### src/hdl/hcc_pkg.sv
`timescale 1ns / 1ps

package hcc_pkg;

  localparam int unsigned YearW  = 14;
  localparam int unsigned MonthW = 4;
  localparam int unsigned DayW   = 5;
  localparam int unsigned HourW  = 5;
  localparam int unsigned WeekW  = 3;

  localparam logic [YearW-1:0]  MaxYear   = 14'd9999;
  localparam logic [MonthW-1:0] LastMonth = 4'd11;
  localparam logic [HourW-1:0]  LastHour  = 5'd23;
  localparam logic [WeekW-1:0]  WeekLen   = 3'd7;
  localparam logic [DayW-1:0]   LeapFeb   = 5'd29;

  // Reciprocal of 100 scaled by 2^19; exact for years below 43699.
  localparam logic [12:0] Recip100 = 13'd5243;

  typedef enum logic [2:0] {
    EV_HOUR   = 3'd0,
    EV_DAY    = 3'd1,
    EV_MONTH  = 3'd2,
    EV_YEAR   = 3'd3,
    EV_LOADED = 3'd4
  } hcc_event_e;

  typedef struct packed {
    logic              cmd;
    logic [YearW-1:0]  load_year;
    logic [MonthW-1:0] load_month;
    logic [DayW-1:0]   load_day;
    logic [HourW-1:0]  load_hour;
  } hcc_in_t;

  typedef struct packed {
    logic [YearW-1:0]  cur_year;
    logic [MonthW-1:0] cur_month;
    logic [DayW-1:0]   cur_day;
    logic [HourW-1:0]  cur_hour;
    hcc_event_e        event_kind;
    logic              week_event;
  } hcc_out_t;

  function automatic logic is_leap(logic [YearW-1:0] y);
    logic [26:0]      prod;
    logic [7:0]       cent_q;
    logic [YearW-1:0] back;
    logic             by_100;
    prod   = 27'(y) * 27'(Recip100);
    cent_q = prod[26:19];
    back   = 14'({cent_q, 6'b0}) + 14'({cent_q, 5'b0}) + 14'({cent_q, 2'b0});
    by_100 = (back == y);
    return ((y[1:0] == 2'b00) && !by_100) || (by_100 && (cent_q[1:0] == 2'b00));
  endfunction

  function automatic logic [DayW-1:0] days_of(logic leap, logic [MonthW-1:0] m);
    logic [DayW-1:0] len;
    case (m)
      4'd0:    len = 5'd31;
      4'd1:    len = leap ? LeapFeb : 5'd28;
      4'd2:    len = 5'd31;
      4'd3:    len = 5'd30;
      4'd4:    len = 5'd31;
      4'd5:    len = 5'd30;
      4'd6:    len = 5'd31;
      4'd7:    len = 5'd31;
      4'd8:    len = 5'd30;
      4'd9:    len = 5'd31;
      4'd10:   len = 5'd30;
      default: len = 5'd31;
    endcase
    return len;
  endfunction

endpackage

### src/hdl/hourly_calendar_clock_core.sv
`timescale 1ns / 1ps

// Gregorian calendar clock that advances one hour per tick request.
// Input channel: in_valid_i / in_ready_o carry a request. With cmd = 0 one
// hour passes; with cmd = 1 the date is loaded from the load fields, which
// are saturated to their legal ranges, with the day clamped to the month's
// length, and the week counter cleared.
// Output channel: out_valid_o / out_ready_i carry one result per request:
// the date after the request, the event kind and the week flag.
// The result becomes valid once the request moves from the input register
// into the result register. The block takes one request per cycle while
// the receiver keeps up; each request passes an input register, one step
// of calendar logic and a result register.
// A stalled receiver holds the result register, and the input register
// then fills and deasserts in_ready_o; nothing is dropped or repeated.
// Reset sets the clock to year 0, January 1, hour 0, clears the week
// counter and empties both registers.
module hourly_calendar_clock_core (
  input  logic             clk_i,
  input  logic             rst_ni,
  input  logic             in_valid_i,
  output logic             in_ready_o,
  input  hcc_pkg::hcc_in_t in_data_i,
  output logic             out_valid_o,
  input  logic             out_ready_i,
  output hcc_pkg::hcc_out_t out_data_o
);
  import hcc_pkg::*;

  hcc_in_t           in_q;
  logic              in_valid_q;
  hcc_out_t          out_q, out_d;
  logic              out_valid_q;
  logic              adv;

  logic [YearW-1:0]  year_q, year_d;
  logic [MonthW-1:0] month_q, month_d;
  logic [DayW-1:0]   day_q, day_d;
  logic [HourW-1:0]  hour_q, hour_d;
  logic [WeekW-1:0]  week_q, week_d;

  logic [YearW-1:0]  ld_year, year_sel;
  logic [MonthW-1:0] ld_month, month_sel;
  logic [DayW-1:0]   ld_day, len;
  logic [HourW-1:0]  ld_hour;
  logic [WeekW-1:0]  week_inc;
  logic              leap;
  hcc_event_e        kind;
  logic              week_ev;

  assign adv        = in_valid_q && (!out_valid_q || out_ready_i);
  assign in_ready_o = !in_valid_q || adv;
  assign out_valid_o = out_valid_q;
  assign out_data_o  = out_q;

  always_comb begin
    ld_year  = (in_q.load_year > MaxYear) ? MaxYear : in_q.load_year;
    ld_month = (in_q.load_month > LastMonth) ? LastMonth : in_q.load_month;
    ld_hour  = (in_q.load_hour > LastHour) ? LastHour : in_q.load_hour;
    year_sel  = in_q.cmd ? ld_year : year_q;
    month_sel = in_q.cmd ? ld_month : month_q;
    leap      = is_leap(year_sel);
    len       = days_of(leap, month_sel);
    if (in_q.load_day == '0) begin
      ld_day = 5'd1;
    end else if (in_q.load_day > len) begin
      ld_day = len;
    end else begin
      ld_day = in_q.load_day;
    end
    week_inc = week_q + 3'd1;
  end

  always_comb begin
    year_d  = year_q;
    month_d = month_q;
    day_d   = day_q;
    hour_d  = hour_q;
    week_d  = week_q;
    kind    = EV_HOUR;
    week_ev = 1'b0;
    if (in_q.cmd) begin
      year_d  = ld_year;
      month_d = ld_month;
      day_d   = ld_day;
      hour_d  = ld_hour;
      week_d  = '0;
      kind    = EV_LOADED;
    end else if (hour_q >= LastHour) begin
      hour_d = '0;
      if ((day_q >= len) && (month_q >= LastMonth)) begin
        if (year_q < MaxYear) begin
          year_d = year_q + 14'd1;
        end
        month_d = '0;
        day_d   = 5'd1;
        kind    = EV_YEAR;
      end else if (day_q >= len) begin
        month_d = month_q + 4'd1;
        day_d   = 5'd1;
        kind    = EV_MONTH;
      end else begin
        day_d = day_q + 5'd1;
        kind  = EV_DAY;
        if (week_inc >= WeekLen) begin
          week_ev = 1'b1;
          week_d  = '0;
        end else begin
          week_d = week_inc;
        end
      end
    end else begin
      hour_d = hour_q + 5'd1;
    end
    out_d.cur_year   = year_d;
    out_d.cur_month  = month_d;
    out_d.cur_day    = day_d;
    out_d.cur_hour   = hour_d;
    out_d.event_kind = kind;
    out_d.week_event = week_ev;
  end

  always_ff @(posedge clk_i or negedge rst_ni) begin
    if (!rst_ni) begin
      in_valid_q  <= 1'b0;
      out_valid_q <= 1'b0;
      year_q      <= '0;
      month_q     <= '0;
      day_q       <= 5'd1;
      hour_q      <= '0;
      week_q      <= '0;
    end else begin
      if (in_ready_o) begin
        in_valid_q <= in_valid_i;
      end
      if (adv) begin
        out_valid_q <= 1'b1;
        year_q      <= year_d;
        month_q     <= month_d;
        day_q       <= day_d;
        hour_q      <= hour_d;
        week_q      <= week_d;
      end else if (out_ready_i) begin
        out_valid_q <= 1'b0;
      end
    end
  end

  always_ff @(posedge clk_i) begin
    if (in_ready_o && in_valid_i) begin
      in_q <= in_data_i;
    end
    if (adv) begin
      out_q <= out_d;
    end
  end

`ifndef ASSERT_OFF
  assert property (@(posedge clk_i) disable iff (!rst_ni)
    (out_valid_q && out_q.week_event) |-> (out_q.event_kind == EV_DAY))
    else $error("Week event reported without a day advance.");

  assert property (@(posedge clk_i) disable iff (!rst_ni)
    (hour_q <= LastHour) && (month_q <= LastMonth) && (day_q >= 5'd1)
    && (day_q <= 5'd31) && (year_q <= MaxYear))
    else $error("Calendar state left its legal range.");

  assert property (@(posedge clk_i) disable iff (!rst_ni)
    week_q < WeekLen)
    else $error("Week counter reached seven without wrapping.");

  assert property (@(posedge clk_i) disable iff (!rst_ni)
    (in_valid_q && !adv) |=> (in_valid_q && $stable(in_q)))
    else $error("Held request was lost or changed while the output stalled.");
`endif

endmodule

### config.mk
export PLATFORM = sky130hd
export DESIGN_NAME = hourly_calendar_clock_core
export DESIGN_NICKNAME = d
export VERILOG_FILES = /design/src/hdl/hcc_pkg.sv /design/src/hdl/hourly_calendar_clock_core.sv
export SDC_FILE = /design/constraint.sdc
export NUM_CORES = 1
export LEC_CHECK = 0
export BUFFER_PORTS_ARGS = -buffer_cell sky130_fd_sc_hd__buf_4
export CAP_MARGIN = 20
export CORE_MARGIN = 2
export CORE_UTILIZATION = 53
export DETAILED_ROUTE_END_ITERATION = 8
export PLACE_DENSITY = 0.72
export SLEW_MARGIN = 20
export SYNTH_ARGS = -nofsm -noshare
export SYNTH_HDL_FRONTEND = slang
export SYNTH_SLANG_ARGS = --single-unit
### constraint.sdc
create_clock -name clk_i -period 24.9 [get_ports clk_i]
set_clock_uncertainty 0.1 [all_clocks]
set_input_delay 3.735 -clock clk_i [delete_from_list [all_inputs] [get_ports clk_i]]
set_output_delay 3.735 -clock clk_i [all_outputs]
set_load 0.02 [all_outputs]
==> flow_summary.yaml <==
detailed_routing:
  firstDrtPassIters: 6
  wirelength_mm: 18.91
  drtIter0Drc: 650
  vias: 6270
  wl_per_cell_microns: 16.82
  ant_nets: 0
  vias_per_cell: 5.578
  drc: 0
floorplanning:
  io_pins: 67
  dieArea_sq_mm: 0.01704
  start_util_pct: 53.82
  die_w_microns: 130.5
  row_count: 46
  die_h_microns: 130.5
  coreArea_sq_mm: 0.01577
worst_setup_path:
  crit_path_max_incr_delay_ns: 0.93
  slowest_stage: "edfxtp_1"
  path_max_fanout: 28
  cp-end-kind: "flop"
  start_kind: "flop"
  critPathArrivalTime_ns: 12.38
  cp_data_required_time_ns: 25.04
  crit_type: "flop to flop"
  path_common_cell: "inv_1"
synth:
  synth_area_per_cell_sq_um: 10.19
  netlist_instances: 833
  yosysWarnings: 0
  synthFlopType: "edfxtp_1"
  ys_seq_area_share_pct: 31.33
  synthesis.area_sq_mm: 0.008487
  synth_cell_types: 65
  synth-edff-count: 61
  synth-seq-cells: 94
  async_reset_ff_share_pct: 35.11
  synth_fp_nets: 1047
timing:
  hold_viol_final: 0
  setup_viol: 0
  worstMarginPinSlew_ns: 1.001
  finalWorstPathRequiredPeriod_ns: 12.24
  slew_headroom_pct: 33.00
  fin_crit_sh_pct: 49.14
  rsz0062_at_grt: "no"
  fin_setup_tns_ns: 0
  fmax_ghz: 0.08173
  maxSlewViolCount: 0
clocking:
  cts_buffers: 9
  clk_latency_ns: 0.35
  cts-htree-levels: 3
  clock-sinks: 94
  clock_path_buffers: 2
  root_buffer: "clkbuf_16"
  tritoncts: "built"
  cts_hold_buf: 0
  clk_pin_slew_ns: 0.07
  cts_setup_buffers: 0
  cts-resized-gates: 0
placement:
  dp.final_hpwl_mm: 15.07
  port_buffers: 66
  gp_congestion: 0.8734
global_routing:
  grt_overflow: 0
  antenna_found_initial: 0
  grt_pass1_wl_mm: 31.02
  grt_usage_pct: 23.56
  grt_pass1_vias: 6123
  grt_max_degree: 34
finish:
  multi_input_area_sq_mm: 0.005253
  num-nets-final: 1117
  syn_to_final_growth_pct: 12.61
  final_cell_mix: "inv_1 (137), ha_1 (119), buf_4 (73), nand2_1 (63), fa_1 (62)"
  layout-drive-gt1-share_pct: 13.44
  mostFrequentLayoutCell: "inv_1"
  n_antenna_cell: 0
  fill_cells: 1377
  seqCellArea_sq_mm: 0.002659
flow_run:
  max_cap_viol_count: 0
min_path:
  hold_path_class: "flop to flop"
outcome:
  outcome: "complete, no violations"
[Yosys cell counts (8+ instances only)]
cell type	n	area share, %
o21ai_0	21	1.2
fa_1	62	15
dfrtp_1	32	9.4
xnor2_1	25	2.6
mux2_2	18	2.4
a21o_1	9	0.80
a21oi_1	42	2.5
xor2_1	16	1.7
inv_1	137	6.1
ha_1	119	18
edfxtp_1	61	22
nor3_1	20	1.2
nand3_1	13	0.77
nand2b_1	8	0.59
nor2_1	52	2.3
nand2_1	63	2.8
mux2i_1	9	1.1
[kinds of logic after synthesis]
kind of cell             synth area share [%]
multiplexers                            3.450
flip-flops                              31.33
AND/OR/NAND/NOR                         11.40
XOR/XNOR                                4.231
adder cells (fa/ha/maj)                 32.17
buffers and inverters                   6.782
AO/OA/AOI/OAI                           10.64
[stage by stage]
stage                     hold slack, ns  cell area [sq um]  instances  utilization (%)  setup slack (ns)
final                             0.4030               9557       1124            60.60             12.66
after global placement            0.3854               9248       1108            58.64             13.12
after floorplan                   0.3510               8487        833                -             14.53
after global routing              0.4425               9557       1124            60.60             11.69
after detailed placement          0.3924               9248       1108            58.64             12.85
after CTS                         0.4100               9557       1124            60.60             12.78
[registers in the layout, indices dropped and copies added (netlist names)]
register     count
day_q            5
hour_q           5
in_q            29
in_valid_q       1
month_q          4
out_data_o      32
out_valid_o      1
week_q           3
year_q          14
[final timing paths]
| check | start | to | slack (ns) | cells past startpoint |
|---|---|---|---|---|
| setup / recovery | in_q[28] | year_q[11] | 12.66 | 39 |
| hold / removal | in_valid_q | out_valid_o | 0.40 | 1 |
| setup reg to reg | in_q[28] | year_q[11] | 12.66 | 39 |
| hold reg to reg | in_valid_q | out_valid_o | 0.40 | 1 |
| max in group asynchronous | rst_ni | day_q[0] | 21.10 | 1 |
| min in group asynchronous | rst_ni | year_q[12] | 3.24 | 1 |
[area by class of cell]
type | instances | share of cell area (%)
flip-flops and latches | 94 | 27.82
well taps | 216 | 2.828
multi-input cells | 587 | 54.96
repair buffers | 73 | 5.734
inverters | 138 | 5.420
clock buffers | 11 | 2.540
clock inverters | 5 | 0.6939
[critical path, delay by kind of cell (launching register included)]
kind	cells	cell delay [ns]
AO/OA/AOI/OAI	13	3.78
adder cells (fa/ha/maj)	9	3.63
buffers and inverters	6	0.60
flip-flops	1	0.93
multiplexers	2	0.42
AND/OR/NAND/NOR	9	2.65
[layer usage]
metal | global-route usage (%) | vias to the layer above | share of wire, %
met4 | 4.693 | 0 | 1.2
li1 | - | 3014 | -
met3 | 3.990 | 21 | 5.9
met5 | 0 | - | 0
met2 | 36.49 | 221 | 45
met1 | 35.26 | 3014 | 48
Power is not shown: default switching activity piles up to over one toggle a cycle in this logic, so the estimate is an artifact.
